File: src/rtl/core/ibds_pkg.sv
// shared types, widths and the scl divider table for the divider search
package ibds_pkg;

    localparam int CLK_W      = 28;
    localparam int TGT_W      = 22;
    localparam int FIELD_W    = 24;
    localparam int SCL_W      = 12;
    localparam int MULT_IDX_W = 2;
    localparam int DIV_IDX_W  = 6;
    localparam int DIV_STEPS  = CLK_W;
    localparam int STEP_W     = $clog2(DIV_STEPS);

    localparam logic [CLK_W-1:0] CLK_RESET = CLK_W'(25000000);

    typedef struct packed {
        logic                  init;
        logic                  load;
        logic                  step;
        logic                  eval;
        logic [MULT_IDX_W-1:0] mult_idx;
        logic [DIV_IDX_W-1:0]  div_idx;
    } t_cmd;

    function automatic logic [SCL_W-1:0] scl_div(input logic [DIV_IDX_W-1:0] idx);
        logic [SCL_W-1:0] tbl [64];
        tbl = '{
            12'd20,   12'd22,   12'd24,   12'd26,   12'd28,   12'd30,   12'd34,   12'd40,
            12'd28,   12'd32,   12'd36,   12'd40,   12'd44,   12'd48,   12'd56,   12'd68,
            12'd48,   12'd56,   12'd64,   12'd72,   12'd80,   12'd88,   12'd104,  12'd128,
            12'd80,   12'd96,   12'd112,  12'd128,  12'd144,  12'd160,  12'd192,  12'd240,
            12'd160,  12'd192,  12'd224,  12'd256,  12'd288,  12'd320,  12'd384,  12'd480,
            12'd320,  12'd384,  12'd448,  12'd512,  12'd576,  12'd640,  12'd768,  12'd960,
            12'd640,  12'd768,  12'd896,  12'd1024, 12'd1152, 12'd1280, 12'd1536, 12'd1920,
            12'd1280, 12'd1536, 12'd1792, 12'd2048, 12'd2304, 12'd2560, 12'd3072, 12'd3840
        };
        return tbl[idx];
    endfunction

endpackage

File: src/rtl/core/ibds_ctrl.sv
// sequencer: walks multiplier and divider indices and steps the divider
module ibds_ctrl
    import ibds_pkg::*;
#(
    parameter int MULT_CHOICES    = 3,
    parameter int DIVIDER_ENTRIES = 64
) (
    input  logic i_clk,
    input  logic i_rst_n,
    input  logic i_start,
    output logic o_busy,
    output logic o_done,
    output t_cmd o_cmd
);

    localparam logic [2:0] S_IDLE = 3'd0;
    localparam logic [2:0] S_LOAD = 3'd1;
    localparam logic [2:0] S_DIV  = 3'd2;
    localparam logic [2:0] S_EVAL = 3'd3;
    localparam logic [2:0] S_DONE = 3'd4;

    localparam logic [MULT_IDX_W-1:0] MULT_LAST = MULT_IDX_W'(MULT_CHOICES - 1);
    localparam logic [DIV_IDX_W-1:0]  DIV_LAST  = DIV_IDX_W'(DIVIDER_ENTRIES - 1);
    localparam logic [STEP_W-1:0]     STEP_LAST = STEP_W'(DIV_STEPS - 1);

    logic [2:0]            r_state, n_state;
    logic [MULT_IDX_W-1:0] r_mult_idx, n_mult_idx;
    logic [DIV_IDX_W-1:0]  r_div_idx, n_div_idx;
    logic [STEP_W-1:0]     r_step, n_step;

    always_comb begin
        n_state    = r_state;
        n_mult_idx = r_mult_idx;
        n_div_idx  = r_div_idx;
        n_step     = r_step;
        o_cmd          = '0;
        o_cmd.mult_idx = r_mult_idx;
        o_cmd.div_idx  = r_div_idx;
        unique case (r_state)
            S_IDLE: begin
                if (i_start) begin
                    o_cmd.init = 1'b1;
                    n_mult_idx = '0;
                    n_div_idx  = '0;
                    n_state    = S_LOAD;
                end
            end
            S_LOAD: begin
                o_cmd.load = 1'b1;
                n_step     = '0;
                n_state    = S_DIV;
            end
            S_DIV: begin
                o_cmd.step = 1'b1;
                if (r_step == STEP_LAST) begin
                    n_state = S_EVAL;
                end else begin
                    n_step = r_step + 1'b1;
                end
            end
            S_EVAL: begin
                o_cmd.eval = 1'b1;
                if (r_div_idx == DIV_LAST) begin
                    n_div_idx = '0;
                    if (r_mult_idx == MULT_LAST) begin
                        n_state = S_DONE;
                    end else begin
                        n_mult_idx = r_mult_idx + 1'b1;
                        n_state    = S_LOAD;
                    end
                end else begin
                    n_div_idx = r_div_idx + 1'b1;
                    n_state   = S_LOAD;
                end
            end
            S_DONE: begin
                n_state = S_IDLE;
            end
            default: begin
                n_state = S_IDLE;
            end
        endcase
    end

    always_ff @(posedge i_clk) begin
        if (!i_rst_n) begin
            r_state    <= S_IDLE;
            r_mult_idx <= '0;
            r_div_idx  <= '0;
            r_step     <= '0;
        end else begin
            r_state    <= n_state;
            r_mult_idx <= n_mult_idx;
            r_div_idx  <= n_div_idx;
            r_step     <= n_step;
        end
    end

    assign o_busy = (r_state != S_IDLE);
    assign o_done = (r_state == S_DONE);

endmodule

File: src/rtl/core/ibds_dp.sv
// datapath: clock register, bit-serial divider and best-pair tracking
module ibds_dp
    import ibds_pkg::*;
(
    input  logic                  i_clk,
    input  logic                  i_rst_n,
    input  logic                  i_cfg_wr_en,
    input  logic [CLK_W-1:0]      i_cfg_wr_data,
    input  logic [TGT_W-1:0]      i_target_rate,
    input  t_cmd                  i_cmd,
    output logic [MULT_IDX_W-1:0] o_mult_code,
    output logic [DIV_IDX_W-1:0]  o_divider_code,
    output logic [FIELD_W-1:0]    o_achieved_rate,
    output logic [FIELD_W-1:0]    o_rate_error
);

    logic [CLK_W-1:0]      r_module_clock;
    logic [TGT_W-1:0]      r_target;
    logic [CLK_W-1:0]      r_quot;
    logic [SCL_W-1:0]      r_rem;
    logic [SCL_W-1:0]      r_divisor;
    logic                  r_found;
    logic [MULT_IDX_W-1:0] r_best_mult;
    logic [DIV_IDX_W-1:0]  r_best_div;
    logic [FIELD_W-1:0]    r_best_rate;
    logic [FIELD_W-1:0]    r_best_err;

    logic [SCL_W:0]     rem_sh;
    logic               fits;
    logic [SCL_W:0]     rem_sub;
    logic [FIELD_W-1:0] rate;
    logic [FIELD_W-1:0] tgt_ext;
    logic [FIELD_W-1:0] err;

    // restoring division, one quotient bit per beat
    assign rem_sh  = {r_rem, r_quot[CLK_W-1]};
    assign fits    = (rem_sh >= {1'b0, r_divisor});
    assign rem_sub = rem_sh - {1'b0, r_divisor};

    assign rate    = r_quot[FIELD_W-1:0];
    assign tgt_ext = FIELD_W'(r_target);
    assign err     = (tgt_ext >= rate) ? (tgt_ext - rate) : (rate - tgt_ext);

    always_ff @(posedge i_clk) begin
        if (!i_rst_n) begin
            r_module_clock <= CLK_RESET;
        end else if (i_cfg_wr_en) begin
            r_module_clock <= i_cfg_wr_data;
        end
    end

    always_ff @(posedge i_clk) begin
        if (!i_rst_n) begin
            r_found <= 1'b0;
        end else if (i_cmd.init) begin
            r_found <= 1'b0;
        end else if (i_cmd.eval) begin
            r_found <= 1'b1;
        end
    end

    always_ff @(posedge i_clk) begin
        if (i_cmd.init) begin
            r_target <= i_target_rate;
        end
        if (i_cmd.load) begin
            // multiplier is a power of two: fold it in as a shift
            r_quot    <= r_module_clock >> i_cmd.mult_idx;
            r_rem     <= '0;
            r_divisor <= scl_div(i_cmd.div_idx);
        end else if (i_cmd.step) begin
            r_quot <= {r_quot[CLK_W-2:0], fits};
            r_rem  <= fits ? rem_sub[SCL_W-1:0] : rem_sh[SCL_W-1:0];
        end
        // strict compare keeps the first pair on a tie
        if (i_cmd.eval && (!r_found || err < r_best_err)) begin
            r_best_mult <= i_cmd.mult_idx;
            r_best_div  <= i_cmd.div_idx;
            r_best_rate <= rate;
            r_best_err  <= err;
        end
    end

    assign o_mult_code     = r_best_mult;
    assign o_divider_code  = r_best_div;
    assign o_achieved_rate = r_best_rate;
    assign o_rate_error    = r_best_err;

endmodule

File: src/rtl/core/i2c_baud_divider_search.sv
// top level of the nearest bus clock divider search
// Pulse start while busy is low to search for the multiplier and scl divider pair whose
// rate module_clock/(mult*scl) lies closest to target_rate. The search walks
// MULT_CHOICES * DIVIDER_ENTRIES pairs, each a load, 28 steps of the one-bit-per-cycle
// divider and an evaluate. The result is shown for exactly one cycle with o_done high and
// cannot be stalled; the result ports hold it until the next search evaluates its first
// pair. Write module_clock through i_cfg_wr_en/i_cfg_wr_data only while busy is low.
module i2c_baud_divider_search
    import ibds_pkg::*;
#(
    parameter int MULT_CHOICES    = 3,
    parameter int DIVIDER_ENTRIES = 64
) (
    input  logic                  i_clk,
    input  logic                  i_rst_n,
    input  logic                  i_cfg_wr_en,
    input  logic [CLK_W-1:0]      i_cfg_wr_data,
    input  logic                  start,
    output logic                  busy,
    input  logic [TGT_W-1:0]      i_target_rate,
    output logic                  o_done,
    output logic [MULT_IDX_W-1:0] o_mult_code,
    output logic [DIV_IDX_W-1:0]  o_divider_code,
    output logic [FIELD_W-1:0]    o_achieved_rate,
    output logic [FIELD_W-1:0]    o_rate_error
);

    t_cmd cmd;

    ibds_ctrl #(
        .MULT_CHOICES    (MULT_CHOICES),
        .DIVIDER_ENTRIES (DIVIDER_ENTRIES)
    ) u_ctrl (
        .i_clk   (i_clk),
        .i_rst_n (i_rst_n),
        .i_start (start),
        .o_busy  (busy),
        .o_done  (o_done),
        .o_cmd   (cmd)
    );

    ibds_dp u_dp (
        .i_clk           (i_clk),
        .i_rst_n         (i_rst_n),
        .i_cfg_wr_en     (i_cfg_wr_en),
        .i_cfg_wr_data   (i_cfg_wr_data),
        .i_target_rate   (i_target_rate),
        .i_cmd           (cmd),
        .o_mult_code     (o_mult_code),
        .o_divider_code  (o_divider_code),
        .o_achieved_rate (o_achieved_rate),
        .o_rate_error    (o_rate_error)
    );

endmodule
File: config.mk
export PLATFORM = sky130hd
export DESIGN_NAME = i2c_baud_divider_search
export DESIGN_NICKNAME = d
export VERILOG_FILES = /design/src/rtl/core/ibds_pkg.sv /design/src/rtl/core/ibds_ctrl.sv /design/src/rtl/core/ibds_dp.sv /design/src/rtl/core/i2c_baud_divider_search.sv
export SDC_FILE = /design/constraint.sdc
export NUM_CORES = 1
export LEC_CHECK = 0
export BUFFER_PORTS_ARGS = -buffer_cell sky130_fd_sc_hd__buf_2
export CAP_MARGIN = 20
export CORE_ASPECT_RATIO = 0.5
export CORE_MARGIN = 3
export CORE_UTILIZATION = 54
export DETAILED_ROUTE_END_ITERATION = 12
export PLACE_DENSITY = 0.77
export SLEW_MARGIN = 40
export SYNTH_ARGS = -nofsm -noshare
export SYNTH_HDL_FRONTEND = slang
export SYNTH_SLANG_ARGS = --single-unit
File: constraint.sdc
create_clock -name i_clk -period 7.64 [get_ports i_clk]
set_input_delay 0.764 -clock i_clk [delete_from_list [all_inputs] [get_ports i_clk]]
set_output_delay 0.764 -clock i_clk [all_outputs]
set_load 0.01 [all_outputs]
== After elaboration in Yosys (flattened, before gate mapping) ==
Memories as Yosys holds them, arrays and structs flattened. A register that Yosys moved wholly into a read port is not among the register bits.
Index checks and enable logic that the tools add are counted.
Widths: inputs -> output; s select.

* Equal/unequal tests: 12
* Shift-type cells: 1
* Bitwise operators: 2
* Add/subtract/negate cells: 6
* $lt $le $gt $ge: 3
* Mux-type cells: 23
* Reductions and logical operators: 13

{| class="wikitable"
|+ Operators with widths
! cell !! count
|-
| $mux 28 || 2
|-
| $shr 28x2->28 || 1
|-
| $ge 22x24->1 || 1
|-
| $lt 24x24->1 || 1
|-
| $mux 24 || 1
|-
| $sub 22x24->24 || 1
|-
| $sub 24x22->24 || 1
|-
| $ge 13x12->1 || 1
|-
| $mux 12 || 1
|-
| $mux 3 || 4
|-
| $mux 6 || 2
|-
| $pmux 3 s4 || 1
|-
| $pmux 6 s2 || 1
|-
| $sub 12x12->12 || 1
|-
| $pmux 5 s2 || 1
|-
| $not 6->7 || 1
|-
| $add 6x1->6 const B || 1
|-
| $eq 3x2->1 const B || 2
|-
| $eq 6x6->1 const B || 1
|-
| $mux 2 || 3
|-
| $ne 2x2->1 const B || 3
|-
| $reduce_and 2->1 || 3
|-
| $reduce_bool 2->1 || 3
|-
| $add 5x1->5 const B || 1
|-
| other kinds (17) || 22
|}

* Register bits: 163
* Word-level logic and storage cells: 74
* Memory bits (read-only): 768
* Memories: 1
* Input port bits: 54
* Output and inout bits: 58

{| class="wikitable"
|+ Memories
! name !! depth !! bits a word !! read ports !! clocked after Yosys merged registers in !! write ports !! line !! text
|-
| (no name shown) || 64 || 12 || 1 || 1 || 0 || ibds_pkg.sv:36 || <nowiki>return tbl[idx];</nowiki>
|}

== Longest topological paths before layout ==
* Word-level depth: 5
* Depth in mapped cells: 21
* Depth with buffers taken out: 19

== Hierarchy ==
From an unflattened synthesis, not the netlist that was laid out.

* Cell total of the unflattened synthesis: 1039
* Area total of the unflattened synthesis: 10857.9 sq um

{| class="wikitable"
|+ By module, submodules not included
! module !! sequential area each (sq um) !! instances !! cells each !! area each (sq um)
|-
| ibds_dp || 4334.2 || 1 || 938 || 9932.0
|-
| ibds_ctrl || 320.3 || 1 || 101 || 925.9
|}

== Worst setup path before layout ==
OpenSTA, ideal clock, no wires.

* Path type: register to register
* From: reg u_dp.r_target[0]
* To: reg u_dp.r_best_rate[0], in the netlist u_dp.o_achieved_rate[0] (enable)
* Required time: 7.137 ns
* Period minus slack after synthesis: 7.144 ns
* Path slack: 0.496 ns
* Arrival: 6.640 ns
* Library setup time: 0.503 ns
* Stages on the path, launching flop included: 22
* Buffers on the path: 2
* Cells stage by stage: edfxtp_1 -> inv_1 -> ha_1 -> inv_1 -> fa_1 -> a21o_1 -> a21oi_2 -> a21oi_1 -> o31ai_2 -> a21boi_4 -> buf_6 -> buf_4 -> mux2_2 -> ha_1 -> a21boi_0 -> o21ai_0 -> nand2b_1 -> a21oi_1 -> nor2b_1 -> o21ai_0 -> a21oi_1 -> a31oi_1

* Word-level cells in the longest chain between the ends: 5
* Elaborated cells between the ends (all ways): 7
* Classes of those cells: add/sub: 2; order compare: 2; mux: 1; reduce/logical: 2

{| class="wikitable"
|+ Ends and longest elaborated chain
! what !! line !! text
|-
| start, declared || ibds_dp.sv:18 || <nowiki>logic [TGT_W-1:0] r_target;</nowiki>
|-
| start signal, assigned || ibds_dp.sv:64 || <nowiki>r_target <= i_target_rate;</nowiki>
|-
| $sub 24x22->24 (tied with other cells) || ibds_dp.sv:42 || <nowiki>assign err = (tgt_ext >= rate) ? (tgt_ext - rate) : (rate - tgt_ext);</nowiki>
|-
| $mux 24 (*) || ibds_dp.sv:42 ||
|-
| via u_dp.err[1] || ibds_dp.sv:33 || <nowiki>logic [FIELD_W-1:0] err;</nowiki>
|-
| $lt 24x24->1 (*) || ibds_dp.sv:76 || <nowiki>if (i_cmd.eval && (!r_found || err < r_best_err)) begin</nowiki>
|-
| $logic_or 1x1->1 (*) || ibds_dp.sv:76 ||
|-
| $logic_and 1x1->1 (*) || ibds_dp.sv:76 ||
|-
| end signal, assigned || ibds_dp.sv:79 || <nowiki>r_best_rate <= rate;</nowiki>
|-
| end, declared || ibds_dp.sv:25 || <nowiki>logic [FIELD_W-1:0] r_best_rate;</nowiki>
|}

The timed path passes the listed nets; every way through them passes the cells marked *.
A chain may end at the register's enable or synchronous reset.

== Worst setup path in the final report ==
* From: reg u_dp.r_target[0]
* To: reg u_dp.r_best_rate[13], in the netlist u_dp.o_achieved_rate[13] (enable)

The elaborated chain is that of the path after synthesis.

==> impl_metrics.ini <==
[hold_path]
hold_class = flip-flop to flip-flop

[clocking]
cts_resized = 0
cts_tree = yes
cts_root_buf = clkbuf_16
clockBufferDepth = 2
clk_pin_slew_worst_paths_ns = 0.08
cts_setup_buffers = 0
htree_num_levels = 4
ctsHoldBuffers = 0
clk_latency_ns = 0.44
cts_made_buffers = 17
cts.sinks = 174

[yosys]
synth_cell_type_count = 63
synth_edf_count = 117
synth_commonest_cells = edfxtp_1, inv_1, nand2_1, ha_1, nor2_1
yosys.area.top_type = edfxtp_1
synth_nets = 1210
netlist.area_leader.share = 0.328
avgSynthCellArea_sq_um = 10.1
ys.flop_type = edfxtp_1
ys_seq_area_frac = 0.434
ys_top_cells_by_area = edfxtp_1, dfxtp_1, ha_1, mux4_2, mux2i_1
yosysMostFrequentCell = edfxtp_1
postSynth.asyncResetShare = 0
netlist_instances = 1065
syn_area_sq_um = 10700
ys_seq_elements = 174
yosysWarnings = 0

[setup_path]
crit_slowest_cell = buf_4
cp.required_ns = 7.70
worstPathArrival_ns = 6.06
critPathMaxStageDelay_ns = 0.68
crit_fanout = 50
end_kind = flip-flop
cp-start-kind = flip-flop
setup.worst_path.class = flip-flop to flip-flop
path_cells = inv_1 -> ha_1 -> inv_1 -> fa_1 -> a21o_1 -> a21oi_2 -> a21oi_1 -> o31ai_2 -> a21boi_4 -> buf_8 -> mux2_2 -> o21ai_1 -> xor2_1 -> ha_1 -> a21o_1 -> a21o_1 -> a21oi_1 -> o21ai_0 -> a221o_1 -> a31oi_4 -> buf_4
crit_top_cell = a21o_1

[routing]
post_drt_wl_per_cell_um = 18.3
num_vias = 8306
routed_wl_mm = 26.0
ant_nets = 0
drt_pass1_iterations = 5
drt-vias-per-instance = 5.85
drtIter0Drc = 758
route.detailed.drc = 0

[placement]
place_area_sq_um = 11400
dp_hpwl_mm = 18.9
place.gp.congestion = 0.901
io_buffers = 111
dp_cells = 1388

[floorplan]
ios = 112
rows = 35
core_area_sq_um = 18900
die_h_um = 106
initial_core_util = 0.566
die_area_sq_um = 21700
die_w_um = 205

[timing]
hold_viol_final = 0
fmax_ghz = 0.167
finalSetupTns_ns = 0
timing.final.crit_period_ns = 6.00
clock_skew_ns = 0.0173
fin_crit_sh = 0.786
slew_headroom = 0.451
setup_viol = 0
slew_viol_final = 0
rsz0062_at_grt = no
tightest_slew_ns = 0.824

[global_route]
grt_antenna_before_repair = 0
overflow = 0
grt_pass1_wl_mm = 42.0
grt_pass1_vias = 8181
grt_max_degree = 61
grt_usage = 0.243

[run]
maxCapViolCount = 0

[power]
p_leak_nw = 5.07
power.density_nw_per_um2 = 378
peakVddDrop_mv = 0.198
total_power_mw = 4.55

[status]
outcome = completed

[finish]
finalNetCount = 1293
layout-drive-gt1-share = 0.172
final_cell_area_sq_um = 12000
synthToLayoutAreaGrowth_pct = 12.3
diodes = 0
layout.cells.non_filler = 1420
power breakdown:
part	internal (mW)	switching [mW]
sequential	1.32	0.139
clock	0.474	0.433
combinational	0.851	1.33
worst max-delay path: cells and delay by family (launching register included):
family	cells	cell delay (ns)
compound gates	12	2.65
xor+xnor	1	0.25
fa+ha+maj	3	0.85
buf+inv	4	1.07
flops	1	0.40
mux	1	0.35
cell type report:
cell class	count	area (sq um)
clock inverter	15	191
fill	1542	6880
clock buffer	17	425
timing repair buffer	118	616
multi-input combinational	731	5420
sequential	174	4660
inverter	106	398
tap	259	324
cell usage in the layout (no fill, tap or decap), types with 6 or more instances in the layout:
| cell | Yosys | routed |
|---|---|---|
| inv_1 | 105 | 104 |
| buf_2 | 7 | 111 |
| mux2_2 | 8 | 8 |
| o21a_1 | 7 | 7 |
| mux4_2 | 23 | 23 |
| dfxtp_1 | 57 | 55 |
| a31oi_1 | 14 | 13 |
| nor2b_1 | 14 | 14 |
| xnor2_1 | 20 | 20 |
| edfxtp_1 | 117 | 117 |
| o21ai_1 | 9 | 9 |
| xor2_1 | 13 | 13 |
| a21oi_1 | 62 | 62 |
| nand3b_1 | 6 | 6 |
| clkbuf_16 | 0 | 17 |
| mux2i_1 | 50 | 50 |
| buf_4 | 4 | 6 |
| ha_1 | 88 | 88 |
| o211ai_1 | 8 | 8 |
| a211oi_1 | 13 | 13 |
| nand4_1 | 18 | 18 |
| nand2_1 | 97 | 97 |
| a21o_1 | 29 | 29 |
| nand2b_1 | 8 | 8 |
| o21ai_0 | 70 | 70 |
| nor2_1 | 81 | 81 |
| nor3_1 | 12 | 12 |
| nand3_1 | 14 | 14 |
| o31ai_1 | 7 | 7 |
final timing paths:
path / start / endpoint / slack (ns) / depth (start not counted)
min reg2reg: u_dp.r_rem[5] / u_dp.r_rem[5] / 0.48 / 2
min: u_dp.r_rem[5] / u_dp.r_rem[5] / 0.48 / 2
max: u_dp.r_target[0] / u_dp.o_achieved_rate[13] / 1.64 / 21
max reg2reg: u_dp.r_target[0] / u_dp.o_achieved_rate[13] / 1.64 / 21
layer usage:
metal | GRT usage | wire length (um) | up-vias
met1 | 0.348 | 12200 | 4009
met2 | 0.374 | 11700 | 280
met5 | 0 | 0 | -
li1 | - | - | 3978
met3 | 0.0546 | 1530 | 39
met4 | 0.0662 | 472 | 0
logic make-up after synthesis:
family / synth area share
xor gates and xnor gates: 0.0270
DFF: 0.434
AOI/OAI and AO/OA: 0.146
and+or+nand+nor: 0.119
buffers and inverters: 0.0611
muxes: 0.103
adders and majority gates: 0.108
registers in the layout, indices dropped and copies added, names as in the netlist:
signal                cells
u_dp.r_module_clock      28
u_dp.r_quot              28
u_dp.o_achieved_rate     24
u_dp.o_rate_error        24
u_dp.r_target            22
u_dp.r_rem               12
u_dp.r_divisor           11
u_ctrl.r_div_idx          6
u_dp.o_divider_code       6
u_ctrl.r_step             5
u_ctrl.r_state            3
u_ctrl.r_mult_idx         2
u_dp.o_mult_code          2
u_dp.r_found              1
stage by stage:
| stage | setup slack (ns) | hold slack, ns | util |
|---|---|---|---|
| 5_1_grt | 1.22 | 0.485 | 0.636 |
| 2_1_floorplan | 0.496 | 0.435 | - |
| 3_5_place_dp | 1.69 | 0.470 | 0.604 |
| 6_report | 1.64 | 0.484 | 0.636 |
| 4_1_cts | 1.67 | 0.487 | 0.636 |
| 3_3_place_gp | 1.74 | 0.461 | 0.603 |
No activity file was read; power rests on OpenSTA's default activity.
